### src/sv/sarc_pkg.sv
// ----------------------------------------------------------------------------
// sarc_pkg
// Types and codes shared by the stepper approach/retreat controller.
// ----------------------------------------------------------------------------
package sarc_pkg;

  localparam int CountW = 13;
  localparam int FbW    = 32;
  localparam int CfgW   = 32;
  localparam int IdxW   = 1;

  // operation kinds
  localparam logic OP_TICK    = 1'b0;
  localparam logic OP_COMMAND = 1'b1;

  // commands
  localparam logic [1:0] CMD_STOP     = 2'd0;
  localparam logic [1:0] CMD_RETREAT  = 2'd1;
  localparam logic [1:0] CMD_APPROACH = 2'd2;
  localparam logic [1:0] CMD_AUTO     = 2'd3;

  // run end status
  localparam logic [2:0] ST_NONE        = 3'd0;
  localparam logic [2:0] ST_APPROACH_OK = 3'd1;
  localparam logic [2:0] ST_RETREAT_OK  = 3'd2;
  localparam logic [2:0] ST_CANCELLED   = 3'd3;
  localparam logic [2:0] ST_MAX_STEPS   = 3'd4;

  // step direction
  localparam logic DIR_RETREAT  = 1'b0;
  localparam logic DIR_APPROACH = 1'b1;

  // configuration register indexes
  localparam logic [IdxW-1:0] REG_STOP_THRESHOLD = 1'd0;
  localparam logic [IdxW-1:0] REG_STEP_LIMIT     = 1'd1;

  localparam logic signed [FbW-1:0] THRESHOLD_RESET = 32'sd30000;
  localparam logic [CountW-1:0]     LIMIT_RESET     = 13'd5000;

  typedef struct packed {
    logic                  op;
    logic [1:0]            command;
    logic [CountW-1:0]     step_count;
    logic signed [FbW-1:0] feedback;
  } in_t;

  typedef struct packed {
    logic       step_pulse;
    logic       step_direction;
    logic       busy_res;
    logic       done_res;
    logic [2:0] status;
  } out_t;

  typedef struct packed {
    logic signed [FbW-1:0] stop_threshold;
    logic [CountW-1:0]     step_limit;
  } cfg_t;

endpackage

### src/sv/sarc_cfg.sv
// ----------------------------------------------------------------------------
// sarc_cfg
// Configuration register file: stop threshold and step limit.
// ----------------------------------------------------------------------------
module sarc_cfg (
  input  logic                         clk,
  input  logic                         rst,
  input  logic                         cfg_write,
  input  logic [sarc_pkg::IdxW-1:0]    cfg_index,
  input  logic [sarc_pkg::CfgW-1:0]    cfg_data,
  output sarc_pkg::cfg_t               cfg
);
  import sarc_pkg::*;

  cfg_t cfg_next;

  always_comb begin
    cfg_next = cfg;
    if (cfg_write) begin
      unique case (cfg_index)
        REG_STOP_THRESHOLD: cfg_next.stop_threshold = $signed(cfg_data[FbW-1:0]);
        REG_STEP_LIMIT:     cfg_next.step_limit     = cfg_data[CountW-1:0];
        default:            cfg_next = cfg;
      endcase
    end
  end

  always_ff @(posedge clk) begin
    if (rst) begin
      cfg.stop_threshold <= THRESHOLD_RESET;
      cfg.step_limit     <= LIMIT_RESET;
    end else begin
      cfg <= cfg_next;
    end
  end

endmodule

### src/sv/sarc_core.sv
// ----------------------------------------------------------------------------
// sarc_core
// Run state and per-beat decision: start, step, finish or cancel a run.
// ----------------------------------------------------------------------------
module sarc_core (
  input  logic           clk,
  input  logic           rst,
  input  logic           fire,
  input  sarc_pkg::in_t  item,
  input  sarc_pkg::cfg_t cfg,
  output sarc_pkg::out_t res
);
  import sarc_pkg::*;

  logic              running, running_next;
  logic [1:0]        run_mode, run_mode_next;
  logic [CountW-1:0] steps_left, steps_left_next;
  logic [CountW-1:0] sat_count;
  logic              above;

  assign sat_count = (item.step_count > cfg.step_limit) ? cfg.step_limit : item.step_count;
  assign above     = item.feedback > cfg.stop_threshold;

  always_comb begin
    running_next    = running;
    run_mode_next   = run_mode;
    steps_left_next = steps_left;
    res             = '0;
    if (item.op == OP_COMMAND) begin
      if (running) begin
        if (item.command == CMD_STOP) begin
          running_next = 1'b0;
          res.done_res = 1'b1;
          res.status   = ST_CANCELLED;
        end
      end else if (item.command != CMD_STOP) begin
        running_next    = 1'b1;
        run_mode_next   = item.command;
        steps_left_next = sat_count;
      end
    end else if (running) begin
      res.step_pulse     = 1'b1;
      res.step_direction = (run_mode == CMD_RETREAT) ? DIR_RETREAT : DIR_APPROACH;
      priority if (run_mode == CMD_AUTO && above) begin
        running_next = 1'b0;
        res.done_res = 1'b1;
        res.status   = ST_APPROACH_OK;
      end else if (steps_left == '0) begin
        running_next = 1'b0;
        res.done_res = 1'b1;
        unique case (run_mode)
          CMD_RETREAT:  res.status = ST_RETREAT_OK;
          CMD_APPROACH: res.status = ST_APPROACH_OK;
          default:      res.status = ST_MAX_STEPS;
        endcase
      end else begin
        steps_left_next = steps_left - 1'b1;
      end
    end
    res.busy_res = running_next;
  end

  always_ff @(posedge clk) begin
    if (rst) begin
      running    <= 1'b0;
      run_mode   <= CMD_STOP;
      steps_left <= '0;
    end else if (fire) begin
      running    <= running_next;
      run_mode   <= run_mode_next;
      steps_left <= steps_left_next;
    end
  end

`ifndef SYNTHESIS
  a_done_idle: assert property (@(posedge clk) disable iff (rst)
    res.done_res |-> !res.busy_res) else $error("done with run still busy");

  a_status_done: assert property (@(posedge clk) disable iff (rst)
    (res.status != ST_NONE) == res.done_res) else $error("status without done");

  a_pulse_running: assert property (@(posedge clk) disable iff (rst)
    res.step_pulse |-> running) else $error("pulse while idle");

  a_countdown: assert property (@(posedge clk) disable iff (rst)
    fire && running && item.op == OP_TICK && !res.done_res
    |=> steps_left == $past(steps_left) - 1'b1) else $error("step count slip");

  a_start_sat: assert property (@(posedge clk) disable iff (rst)
    fire && !running && item.op == OP_COMMAND && item.command != CMD_STOP
    |=> running && steps_left <= $past(cfg.step_limit)) else $error("limit not applied");
`endif

endmodule

### src/sv/stepper_approach_retreat_controller.sv
// ----------------------------------------------------------------------------
// stepper_approach_retreat_controller
// Coarse stepper controller for tip approach and retreat.
//
// Takes one beat per clock while the output is not stalled and returns one
// result beat per input beat. The result passes through the input register,
// then the result register, before it is on the output. The run state is
// updated as the result register is loaded, so a tick or command may follow
// directly behind another. Stall on the output holds both stages and is passed
// straight back to in_stall. Configuration writes take effect on the next clock
// and belong to idle periods.
// ----------------------------------------------------------------------------
module stepper_approach_retreat_controller (
  input  logic                      clk,
  input  logic                      rst,
  input  logic                      in_valid,
  output logic                      in_stall,
  input  sarc_pkg::in_t             in_data,
  output logic                      out_valid,
  input  logic                      out_stall,
  output sarc_pkg::out_t            out_data,
  input  logic                      cfg_write,
  input  logic [sarc_pkg::IdxW-1:0] cfg_index,
  input  logic [sarc_pkg::CfgW-1:0] cfg_data
);
  import sarc_pkg::*;

  cfg_t cfg;
  in_t  item;
  logic item_valid;
  out_t res;
  logic out_ready;
  logic fire;

  assign out_ready = !out_valid || !out_stall;
  assign fire      = item_valid && out_ready;
  assign in_stall  = item_valid && !out_ready;

  sarc_cfg u_cfg (
    .clk       (clk),
    .rst       (rst),
    .cfg_write (cfg_write),
    .cfg_index (cfg_index),
    .cfg_data  (cfg_data),
    .cfg       (cfg)
  );

  sarc_core u_core (
    .clk  (clk),
    .rst  (rst),
    .fire (fire),
    .item (item),
    .cfg  (cfg),
    .res  (res)
  );

  // input stage
  always_ff @(posedge clk) begin
    if (rst) begin
      item_valid <= 1'b0;
    end else if (!in_stall) begin
      item_valid <= in_valid;
    end
  end

  always_ff @(posedge clk) begin
    if (in_valid && !in_stall) begin
      item <= in_data;
    end
  end

  // result stage
  always_ff @(posedge clk) begin
    if (rst) begin
      out_valid <= 1'b0;
    end else if (out_ready) begin
      out_valid <= item_valid;
    end
  end

  always_ff @(posedge clk) begin
    if (fire) begin
      out_data <= res;
    end
  end

endmodule
### config.mk
export PLATFORM = sky130hd
export DESIGN_NAME = stepper_approach_retreat_controller
export DESIGN_NICKNAME = d
export VERILOG_FILES = /design/src/sv/sarc_pkg.sv /design/src/sv/sarc_cfg.sv /design/src/sv/sarc_core.sv /design/src/sv/stepper_approach_retreat_controller.sv
export SDC_FILE = /design/constraint.sdc
export NUM_CORES = 1
export LEC_CHECK = 0
export BUFFER_PORTS_ARGS = -buffer_cell sky130_fd_sc_hd__buf_2
export CORE_UTILIZATION = 45
export DETAILED_ROUTE_END_ITERATION = 8
export PLACE_DENSITY = 0.66
export SYNTH_ARGS = -nofsm -noshare
export SYNTH_HDL_FRONTEND = slang
export SYNTH_SLANG_ARGS = --single-unit
### constraint.sdc
create_clock -name clk -period 4.5 [get_ports clk]
set_clock_uncertainty 0.1 [all_clocks]
set_input_delay 0.225 -clock clk [delete_from_list [all_inputs] [get_ports clk]]
set_output_delay 0.225 -clock clk [all_outputs]
set_load 0.05 [all_outputs]
==> parameters.txt, run 1 <==
Parameter                              Value

Drt
  Iter 0 DRT Violations    235
  Routed vias    4,915
  Remaining design rule violation count    0
  Per-cell routed wire length    15.1 microns
  First-pass detailed-route iteration total    5
  Number of routed nets with antenna violations    0
  Routed vias/inst    5.21
  Total routed wirelength    14.2 mm

Power and ir drop
  Part of the total power dissipated in combinational logic    14.6%
  Clock network power share    46.2%
  Power per standard cell area    401 mW/mm^2
  Sw Share    25.8%
  Switching power total    0.802 mW
  Static leakage    3.20 nW
  Internal Pwr Total    2.31 mW
  Share of total power in sequential cells    39.2%
  Worst IR drop on VDD    0.556 mV

Synthesis
  Number of nets produced by synthesis    723
  Distinct cell type count of the synthesized netlist    56
  Fraction of the mapped netlist area in adder cells    10.8%
  Synthesis warning total    0
  Combinational family with the most area after synthesis    compound AO/OA/AOI/OAI gates
  Number of flip-flops and latches in the synthesized netlist    118
  EDFF count, synth    55
  Post-synthesis area per instance    9.69 sq um
  Most used flip-flop cell after synthesis    sky130_fd_sc_hd__dfxtp_1
  Mapped Area    0.00570 sq mm
  Fraction of the mapped netlist area in compound gates    16.6%
  Post-Synth Simple-Gate Area    15.2%
  Async set-reset flop share out of synthesis    0%
  Multiplexer fraction of the synthesized cell area    0.725%
  XOR/XNOR share of the synthesized area    0%
  Instance count of the mapped netlist    588
  Sequential area share after synthesis    51.1%

Floorplanning
  Core Rows    40
  Core area    0.0122 sq mm
  Initial core utilization    46.9%
  Die span in y    115 microns
  Count of pins on the block boundary    95
  Area enclosed by the die boundary    0.0131 sq mm
  Die X    115 microns

Timing
  Worst-case hold slack    0.130 ns
  Hold Violations, Final    0
  Final cycle utilization of the critical path    68.5%
  Final critical path time including I/O delays and setup    3.08 ns
  Worst slew pin tran    1.04 ns
  RSZ-0062 raised after global routing    no
  Count of final setup violators    0
  Max frequency    324 MHz
  Number of pins exceeding their max-slew limit in the final report    0
  Slew Limit Headroom    30.7%
  Worst setup margin    1.42 ns
  Accumulated negative setup slack    0 ns

Critical path
  Arrival @ worst endpoint    3.31 ns
  First element of the critical path    u_cfg.cfg[30]$_SDFFE_PP0P_
  Crit Path Class    flop to flop
  Required arrival time at the worst endpoint    4.73 ns
  Largest driver fanout on the critical path    13
  Top cell by count, worst path    sky130_fd_sc_hd__a221o_1
  Critical path's top delay family    compound AO/OA/AOI/OAI gates
  Crit path max-delay cell type    sky130_fd_sc_hd__or3_4
  Count of buffer and inverter cells on the critical path    1
  Worst setup EP type    flop
  Critical Path, Cell by Cell    inv_1, ha_1, a21o_1, a221o_1, a221o_1, or3_4, a31o_4, a21oi_4, a31oi_1, o32ai_2
  Delay of the slowest critical-path stage    0.38 ns
  Startpoint of the worst register-to-register path    u_cfg.cfg[30]$_SDFFE_PP0P_
  Crit start category    flop

Layout
  Multi-input gate area in the final layout    0.00248 sq mm
  Number of nets at the end of the flow    897
  Layout area overhead    36.3%
  Flip-flop and latch area    0.00291 sq mm
  Count of fill cells added during filler insertion    958
  Most common cell after layout, fill and taps aside    sky130_fd_sc_hd__nand2_1
  Most frequent cells in the layout    sky130_fd_sc_hd__nand2_1 (101), sky130_fd_sc_hd__buf_2 (94), sky130_fd_sc_hd__dlygate4sd3_1 (82)
  Share of post-route cells with drive strength above 1    19.2%

CTS
  Deepest level of the CTS H-tree    4
  Clock Latency Late Sink    0.42 ns
  Setup fix buffers added after clock tree synthesis    0
  Clock transition at path regs    0.06 ns
  Clock Path Buffers    2
  Number of sinks driven by the clock tree    118
  Clk Tree Root Cell    sky130_fd_sc_hd__clkbuf_16
  TritonCTS Buffers    17
  TritonCTS clock tree    done

Flow run
  Max cap viols    0

Global route
  Overflow left after global routing    0
  Via count of the first global-routing pass    5,081
  Overall Global Routing Usage    23.3%
  First-pass GRT wire length    23.3 mm
  Number of antenna violations at the first check in global routing    0
  Largest net degree at the start of global routing    45

Placed design
  Routability cong.    0.847
  Total half-perimeter wirelength after legalization and detailed placement    9.31 mm
  Setup Slack @ Placement    1.41 ns
  Total of buffers placed on input and output ports    94

Run status
  Outcome    finished clean

Worst hold path
  Origin of the worst min-delay path    cfg_index
  Hold crit path type    input port to flop
-- worst paths after layout --
kind	to	slack (ns)	depth (start not counted)
max reg2reg	u_core.steps_left[6]$_SDFFE_PP0P_	1.42	10
max	u_core.steps_left[6]$_SDFFE_PP0P_	1.42	10
min reg2reg	u_cfg.cfg[15]$_SDFFE_PP0P_	0.35	2
min	u_cfg.cfg[14]$_SDFFE_PP0P_	0.13	4
-- per-stage QoR --
step                instances  total power [mW]  utilization [%]  area, sq um
floorplan                 588              1.51                -         5700
global placement          829              1.62             51.9         6310
detailed placement        829              1.63             51.9         6310
CTS                       943              3.12             63.9         7770
global route              943              3.23             63.9         7770
finish                    944              3.11             63.9         7770
-- flip-flops by register name, indices dropped and copies added (netlist names) --
| name | flops |
|---|---|
| u_core.running | 1 |
| u_cfg.cfg | 45 |
| out_valid | 1 |
| out_data | 7 |
| u_core.steps_left | 13 |
| item | 48 |
| u_core.run_mode | 2 |
| item_valid | 1 |
-- final cells by class --
class	count	share of cell area, %
Antenna cell	1	0.0322
Clock buffer	17	5.48
Clock inverter	15	2.64
Inverter	56	2.71
Multi-Input combinational cell	389	31.9
Sequential cell	118	37.5
Tap cell	168	2.71
Timing Repair Buffer	180	17.0
-- per-layer routing --
metal / track usage (%) / up-vias / wire length [microns]
li1: - / 2447 / -
met1: 26.5 / 2293 / 6020
met2: 40.8 / 139 / 7240
met3: 5.29 / 36 / 544
met4: 12.1 / 0 / 425
met5: 0 / - / 0
-- cell families after synthesis --
| kind of cell | count (synthesis) |
|---|---|
| adders and majority gates | 49 |
| muxes | 4 |
| DFF | 118 |
| and+or+nand+nor | 190 |
| buffers and inverters | 81 |
| AOI/OAI and AO/OA | 146 |
-- power groups by stage --
| stage | Sequential (mW) | Combinational, mW | Clock [mW] |
|---|---|---|---|
| 3_3_place_gp | 1.24 | 0.381 | 0 |
| 4_1_cts | 1.22 | 0.451 | 1.44 |
| 6_report | 1.22 | 0.455 | 1.44 |
| 3_5_place_dp | 1.24 | 0.392 | 0 |
| 2_1_floorplan | 1.24 | 0.267 | 0 |
| 5_1_grt | 1.23 | 0.507 | 1.50 |
-- worst reg2reg max path: stages (launching register included) --
cell and delay [ns]:
sky130_fd_sc_hd__dfxtp_1 0.34, sky130_fd_sc_hd__inv_1 0.05, sky130_fd_sc_hd__ha_1 0.30, sky130_fd_sc_hd__a21o_1 0.19, sky130_fd_sc_hd__a221o_1 0.35, sky130_fd_sc_hd__a221o_1 0.37
sky130_fd_sc_hd__or3_4 0.38, sky130_fd_sc_hd__a31o_4 0.28, sky130_fd_sc_hd__a21oi_4 0.32, sky130_fd_sc_hd__a31oi_1 0.10, sky130_fd_sc_hd__o32ai_2 0.21
-- repair_timing --
| item | in CTS | in global routing |
|---|---|---|
| endpoints found under the hold margin | 95 | 0 |
| resized for setup | 0 | 0 |
| hold buffers | 82 | 0 |
| setup endpoints to repair | 0 | 0 |
-- cell usage after synthesis, types with 6 or more instances --
cell                         n  area, sq um
sky130_fd_sc_hd__nand2_1   101          379
sky130_fd_sc_hd__clkbuf_1   21         78.8
sky130_fd_sc_hd__a21oi_1    67          335
sky130_fd_sc_hd__nand4_1     9         56.3
sky130_fd_sc_hd__o211ai_1   21          158
sky130_fd_sc_hd__inv_1      54          203
sky130_fd_sc_hd__dfxtp_1    63         1260
sky130_fd_sc_hd__o21ai_0     6         30.0
sky130_fd_sc_hd__o21ai_1     6         30.0
sky130_fd_sc_hd__o31ai_1     6         45.0
sky130_fd_sc_hd__or3_1       6         37.5
sky130_fd_sc_hd__nor2_1     20         75.1
sky130_fd_sc_hd__nor3_1     13         65.1
sky130_fd_sc_hd__edfxtp_1   55         1650
sky130_fd_sc_hd__nor4_1      8         50.1
sky130_fd_sc_hd__ha_1       49          613
sky130_fd_sc_hd__nand3_1    11         55.1
Power figures use the tool's default switching activity.
==> inputs of run 2 (changes only) <==
ABC_AREA = 1   (was not set)
PLACE_DENSITY = 0.69   (was 0.66)
clock period = 2.5 ns   (was 4.5 ns; I/O delays follow)
==> parameters.txt, run 2 <==
Parameter                              Value

Synthesis
  Cell with the most instances after synthesis    sky130_fd_sc_hd__nand2_1
  Fraction of the mapped netlist area in compound gates    14.7%
  EDFF count, synth    55
  Synthesis warning total    0
  Fraction of the mapped netlist area in adder cells    10.6%
  Cell accounting for the most synthesized area    sky130_fd_sc_hd__edfxtp_1
  XOR/XNOR share of the synthesized area    0%
  Post-synthesis area per instance    8.92 sq um
  Instance count of the mapped netlist    648
  Number of flip-flops and latches in the synthesized netlist    118
  Most used flip-flop cell after synthesis    sky130_fd_sc_hd__dfxtp_1
  Mapped Area    0.00578 sq mm
  Sequential area share after synthesis    50.4%
  Post-synth top cells    sky130_fd_sc_hd__nand2_1 (99), sky130_fd_sc_hd__a21oi_1 (88), sky130_fd_sc_hd__inv_1 (82), sky130_fd_sc_hd__dfxtp_1 (63), sky130_fd_sc_hd__edfxtp_1 (55)
  Number of nets produced by synthesis    783
  Multiplexer fraction of the synthesized cell area    0%
  Combinational family with the most area after synthesis    simple AND/OR/NAND/NOR gates
  Post-Synth Simple-Gate Area    16.5%
  Distinct cell type count of the synthesized netlist    34
  Async set-reset flop share out of synthesis    0%
  Share of the synthesized area in the top cell type    28.6%
  Top post-synthesis cells by area    sky130_fd_sc_hd__edfxtp_1 (29%), sky130_fd_sc_hd__dfxtp_1 (22%), sky130_fd_sc_hd__ha_1 (11%), sky130_fd_sc_hd__a21oi_1 (7.6%), sky130_fd_sc_hd__nand2_1 (6.4%)

Critical path
  Count of buffer and inverter cells on the critical path    2
  Top cell by count, worst path    sky130_fd_sc_hd__nand2_1
  Largest driver fanout on the critical path    10
  End of the worst register-to-register path    u_core.steps_left[7]$_SDFFE_PP0P_
  Arrival @ worst endpoint    2.62 ns
  Critical Path, Cell by Cell    ha_4, nand4_1, nor3_2, buf_4, nand2_1, nand2_1, nand2_2, nand2_1, nand2_2, nand3_2, nand2_2, nand2_4, buf_12, nand3_1, nand2_1, nor2_1
  Required arrival time at the worst endpoint    2.71 ns
  Crit path max-delay cell type    sky130_fd_sc_hd__edfxtp_1
  Crit start category    flop
  Startpoint of the worst register-to-register path    item[11]$_DFFE_PP_
  Delay of the slowest critical-path stage    0.43 ns
  Minimum setup slack among reg-to-reg paths    0.09 ns
  Number of cells on the worst reg-to-reg path    16
  Crit Path Class    flop to flop
  Worst setup EP type    flop
  Critical path's top delay family    simple AND/OR/NAND/NOR gates

Global route
  Largest net degree at the start of global routing    61
  Overall Global Routing Usage    23.5%
  Via count of the first global-routing pass    5,121
  First-pass GRT wire length    23.7 mm
  GRT met2 Usage    41.4%
  Layer with the highest usage after global routing    met2
  Number of antenna violations at the first check in global routing    0
  Met1 layer usage reported by global route    27.2%
  Overflow left after global routing    0
  Met3 layer usage reported by global route    6.54%

Power and ir drop
  Power per standard cell area    681 mW/mm^2
  Sw Share    26.3%
  Share of total power in sequential cells    40.5%
  Switching power total    1.43 mW
  Static leakage    3.55 nW
  Clock network power share    42.4%
  Internal Pwr Total    4.00 mW
  Part of the total power dissipated in combinational logic    17.0%
  Final total power    5.43 mW
  Worst IR drop on VDD    0.487 mV

Placed design
  Total of buffers placed on input and output ports    94
  Total half-perimeter wirelength after legalization and detailed placement    9.22 mm
  Routability cong.    0.813
  Number of instances in the placed design    905

Timing
  Max frequency    415 MHz
  Count of final setup violators    0
  Number of pins exceeding their max-slew limit in the final report    0
  Final cycle utilization of the critical path    96.4%
  Worst slew pin tran    0.577 ns
  Accumulated negative setup slack    0 ns
  Hold Violations, Final    0
  RSZ-0062 raised after global routing    yes
  Final critical path time including I/O delays and setup    2.41 ns
  Slew Limit Headroom    61.6%
  Worst-case hold slack    0.102 ns

Floorplanning
  Area enclosed by the die boundary    0.0133 sq mm
  Die X    115 microns
  Die span in y    115 microns
  Count of pins on the block boundary    95
  Core Rows    41
  Initial core utilization    46.0%
  Core area    0.0126 sq mm

Layout
  Largest register FFs    48
  Layout area overhead    38.0%
  Most common cell after layout, fill and taps aside    sky130_fd_sc_hd__nand2_1
  Non-filler cells, final    1,023
  Number of diodes added for antenna fixing    0
  Number of nets at the end of the flow    973
  Register with the highest flop count    item
  Top Registers    item: 48 flops, u_cfg.cfg: 45 flops, u_core.steps_left: 13 flops
  Most frequent cells in the layout    sky130_fd_sc_hd__nand2_1 (96), sky130_fd_sc_hd__buf_2 (94), sky130_fd_sc_hd__a21oi_1 (84)
  Share of post-route cells with drive strength above 1    21.0%

CTS
  Clk Tree Root Cell    sky130_fd_sc_hd__clkbuf_16
  Clock Latency Late Sink    0.42 ns
  Clock Path Buffers    2
  TritonCTS Buffers    17
  Deepest level of the CTS H-tree    4
  Clock transition at path regs    0.05 ns
  TritonCTS clock tree    done
  Number of sinks driven by the clock tree    118

Worst hold path
  Hold crit path type    input port to flop
  Hold EP    item_valid$_SDFFE_PP0N_
  WHS Path Cells    5
  Origin of the worst min-delay path    out_stall

Flow run
  Max cap viols    0

Drt
  Routed vias    5,110
  Routed vias/inst    5.00
  Remaining design rule violation count    0
  Iter 0 DRT Violations    275
  Total routed wirelength    14.8 mm
  Per-cell routed wire length    14.5 microns
  Number of routed nets with antenna violations    0
  First-pass detailed-route iteration total    5

Run status
  Outcome    finished clean
## run 2: cell count changes after synthesis, sizes merged, moves of 8 or more
cell,change
o21ai,+36
inv,+30
nor2,+35
nand3,+24
o211ai,-8
a21oi,+19
## run 2: how the worst max path moves through the flow
stage                                start                                  to  slack [ns]  cells after the start
finish                  item[11]$_DFFE_PP_   u_core.steps_left[7]$_SDFFE_PP0P_        0.09                     16
detailed placement      item[15]$_DFFE_PP_  u_core.steps_left[12]$_SDFFE_PP0P_        0.05                     14
global route             item[9]$_DFFE_PP_  u_core.steps_left[11]$_SDFFE_PP0P_       -0.04                     16
CTS                     item[15]$_DFFE_PP_  u_core.steps_left[12]$_SDFFE_PP0P_        0.05                     14
global placement        item[11]$_DFFE_PP_  u_core.steps_left[12]$_SDFFE_PP0P_        0.12                     14
floorplan           out_valid$_SDFFE_PP0N_                   item[0]$_DFFE_PP_        0.17                      5
## run 2: cell type report
cell class	instances	area, sq um
clock buffer	22	484
clock inverter	10	78.8
fill	1018	4590
inverter	86	329
multi-input combinational	420	2480
sequential	118	2910
tap	172	215
timing repair buffer	195	1470
## run 2: cell families after synthesis
logic type	Yosys count
and+or+nand+nor	211
adders and majority gates	49
DFF	118
AOI/OAI and AO/OA	160
buffers and inverters	110
## run 2: routing by layer
metal  wire (microns)  up-vias  part of all wire [%]
met3              702       28                   4.7
met4              340        0                   2.3
met2             7530      140                    51
met1             6250     2366                    42
li1                 -     2576                     -
met5                0        -                     0
## run 2: power groups by stage
stage | clock, mW | sequential [mW] | combinational (mW)
3_3_place_gp | 0 | 2.24 | 0.755
2_1_floorplan | 0 | 2.24 | 0.534
5_1_grt | 2.42 | 2.21 | 1.05
6_report | 2.31 | 2.20 | 0.926
4_1_cts | 2.33 | 2.20 | 0.885
3_5_place_dp | 0 | 2.24 | 0.782
## run 2: worst reg2reg max path, stage by stage (launching register included)
cell	delay [ns]
sky130_fd_sc_hd__edfxtp_1	0.43
sky130_fd_sc_hd__ha_4	0.30
sky130_fd_sc_hd__nand4_1	0.13
sky130_fd_sc_hd__nor3_2	0.23
sky130_fd_sc_hd__buf_4	0.15
sky130_fd_sc_hd__nand2_1	0.05
sky130_fd_sc_hd__nand2_1	0.07
sky130_fd_sc_hd__nand2_2	0.07
sky130_fd_sc_hd__nand2_1	0.08
sky130_fd_sc_hd__nand2_2	0.06
sky130_fd_sc_hd__nand3_2	0.08
sky130_fd_sc_hd__nand2_2	0.09
sky130_fd_sc_hd__nand2_4	0.13
sky130_fd_sc_hd__buf_12	0.14
sky130_fd_sc_hd__nand3_1	0.08
sky130_fd_sc_hd__nand2_1	0.07
sky130_fd_sc_hd__nor2_1	0.04
## run 2: through the flow
step,utilization (%),setup slack [ns],cell area [sq um]
floorplan,-,0.168,5800
finish,63.5,0.0905,7980
global placement,51.7,0.124,6500
CTS,62.8,0.0514,7900
detailed placement,51.7,0.0455,6500
global route,63.5,-0.0412,7980
## run 2: what timing repair did
action,CTS,global route
buffers inserted,0,3
hold buffers,83,0
endpoints found under the setup margin,0,14
resized for setup,0,16
hold endpoints to repair,96,0
==> inputs of run 3 (changes only) <==
CAP_MARGIN = 20   (was not set)
CORE_UTILIZATION = 42   (was 45)
PLACE_DENSITY = not set   (was 0.69)
==> parameters.txt, run 3 (synthesis results as in run 2) <==
Parameter                              Value

Critical path
  Crit path max-delay cell type    sky130_fd_sc_hd__edfxtp_1
  Arrival @ worst endpoint    2.49 ns
  Worst setup EP type    flop
  Delay of the slowest critical-path stage    0.45 ns
  Critical path's top delay family    simple AND/OR/NAND/NOR gates
  Top cell by count, worst path    sky130_fd_sc_hd__nand2_1
  Crit Path Class    flop to flop
  Largest driver fanout on the critical path    2
  Critical Path, Cell by Cell    ha_4, nand2_1, nand2_1, nand3_1, nand2_1, a21oi_2, nand2_1, nand2_1, nand2_1, nand2_1, nand3_2, buf_4, nand2_1, nand2_1, o21ai_0
  Crit start category    flop
  Required arrival time at the worst endpoint    2.64 ns
  Count of buffer and inverter cells on the critical path    1

Drt
  Total routed wirelength    14.0 mm
  Number of routed nets with antenna violations    0
  First-pass detailed-route iteration total    4
  Per-cell routed wire length    13.6 microns
  Iter 0 DRT Violations    256
  Routed vias    4,997
  Routed vias/inst    4.86
  Remaining design rule violation count    0

Timing
  Number of pins exceeding their max-slew limit in the final report    0
  Count of final setup violators    0
  Hold Violations, Final    0
  Final critical path time including I/O delays and setup    2.35 ns
  Accumulated negative setup slack    0 ns
  Max frequency    425 MHz
  Worst slew pin tran    0.536 ns
  Slew Limit Headroom    64.2%
  Final cycle utilization of the critical path    94.2%

Floorplanning
  Die X    119 microns
  Initial core utilization    43.3%
  Core area    0.0133 sq mm
  Die span in y    119 microns
  Core Rows    42
  Area enclosed by the die boundary    0.0142 sq mm
  Count of pins on the block boundary    95

Layout
  Register with the highest flop count    item
  Flip-flop and latch area    0.00291 sq mm
  Largest register FFs    48
  Multi-input gate area in the final layout    0.00253 sq mm
  Number of diodes added for antenna fixing    0
  Top Registers    item: 48 flops, u_cfg.cfg: 45 flops, u_core.steps_left: 13 flops
  Non-Filler Cell Area, Final    0.00809 sq mm
  Most common cell after layout, fill and taps aside    sky130_fd_sc_hd__nand2_1
  Most frequent cells in the layout    sky130_fd_sc_hd__nand2_1 (98), sky130_fd_sc_hd__buf_2 (94), sky130_fd_sc_hd__dlygate4sd3_1 (83)
  Number of nets at the end of the flow    974
  Count of fill cells added during filler insertion    1,140
  Layout area overhead    39.9%
  Share of post-route cells with drive strength above 1    21.2%

Global route
  Via count of the first global-routing pass    5,019
  Overflow left after global routing    0
  Overall Global Routing Usage    20.6%
  Largest net degree at the start of global routing    45
  First-pass GRT wire length    22.8 mm
  Number of antenna violations at the first check in global routing    0

CTS
  Clock transition at path regs    0.06 ns
  TritonCTS Buffers    17
  Clock Path Buffers    2
  TritonCTS clock tree    done
  Clk Tree Root Cell    sky130_fd_sc_hd__clkbuf_16
  Clock Latency Late Sink    0.42 ns
  Deepest level of the CTS H-tree    4
  Number of sinks driven by the clock tree    118

Flow run
  Max cap viols    0

Placed design
  Total of buffers placed on input and output ports    94
  Area after detailed placement    0.00651 sq mm
  Total half-perimeter wirelength after legalization and detailed placement    9.29 mm
  Routability cong.    0.796

Power and ir drop
  Power per standard cell area    703 mW/mm^2
  Worst IR drop on VDD    0.578 mV
  Static leakage    3.59 nW

Run status
  Outcome    finished clean

Worst hold path
  Hold crit path type    input port to flop
-- run 3: changes by cell type in the layout (fill, tap and decap cells not counted), moves of 3 or more --
cell / before / now
sky130_fd_sc_hd__nand2_2: 5 / 2
sky130_fd_sc_hd__bufinv_16: 1 / 4
sky130_fd_sc_hd__clkinvlp_4: 4 / 1
sky130_fd_sc_hd__ha_4: 1 / 4
-- run 3: routing by layer --
metal,GRT usage [%],part of all wire [%],wire [microns],up-vias
li1,-,-,-,2575
met1,23.8,44,6130,2299
met2,36.4,51,7080,101
met3,5.36,3.8,533,22
met4,7.89,1.8,251,0
met5,0,0,0,-
-- run 3: cell type report --
class	instances	area share (%)
well taps	176	2.72
multi-input cells	420	31.2
repair buffers	196	18.2
clock buffers	19	5.60
clock inverters	13	2.18
inverters	86	4.07
flip-flops and latches	118	36.0
-- run 3: worst register-to-register path: stages (launching register included) --
cell                       delay, ns
sky130_fd_sc_hd__edfxtp_1       0.45
sky130_fd_sc_hd__ha_4           0.25
sky130_fd_sc_hd__nand2_1        0.06
sky130_fd_sc_hd__nand2_1        0.05
sky130_fd_sc_hd__nand3_1        0.06
sky130_fd_sc_hd__nand2_1        0.07
sky130_fd_sc_hd__a21oi_2        0.18
sky130_fd_sc_hd__nand2_1        0.09
sky130_fd_sc_hd__nand2_1        0.08
sky130_fd_sc_hd__nand2_1        0.05
sky130_fd_sc_hd__nand2_1        0.09
sky130_fd_sc_hd__nand3_2        0.14
sky130_fd_sc_hd__buf_4          0.17
sky130_fd_sc_hd__nand2_1        0.07
sky130_fd_sc_hd__nand2_1        0.07
sky130_fd_sc_hd__o21ai_0        0.22
-- run 3: path summary, 6_finish.rpt --
| kind | from | slack (ns) | cells past startpoint | end |
|---|---|---|---|---|
| hold / removal | out_stall | 0.05 | 5 | item_valid$_SDFFE_PP0N_ |
| setup reg to reg | item[9]$_DFFE_PP_ | 0.15 | 15 | out_data[0]$_DFFE_PP_ |
| hold reg to reg | u_cfg.cfg[15]$_SDFFE_PP0P_ | 0.36 | 2 | u_cfg.cfg[15]$_SDFFE_PP0P_ |
| setup / recovery | item[9]$_DFFE_PP_ | 0.15 | 15 | out_data[0]$_DFFE_PP_ |
-- run 3: metrics by stage --
step / std cells / hold slack, ns / setup slack, ns / util (%) / power (mW)
after detailed placement: 911 / 0.203 / 0.0271 / 48.8 / 3.01
final: 1028 / 0.0523 / 0.146 / 60.6 / 5.69
after floorplan: 648 / 0.0867 / 0.168 / - / 2.78
after global routing: 1028 / 0.0792 / -0.0405 / 60.6 / 5.95
after CTS: 1026 / 0.0316 / 0.0489 / 59.7 / 5.70
after global placement: 911 / 0.201 / 0.119 / 48.8 / 2.99
-- run 3: power by group --
| group | switching [mW] | internal, mW |
|---|---|---|
| clock network | 0.864 | 1.71 |
| logic | 0.506 | 0.399 |
| registers | 0.0548 | 2.15 |
-- run 3: timing repair --
item / 4_1_cts / 5_1_grt
hold buffers: 83 / 0
setup buffers: 0 / 2
gates cloned: 0 / 0
setup endpoints to repair: 1 / 13
endpoints found under the hold margin: 96 / 0
resized for setup: 1 / 17
pin swaps: 0 / 3
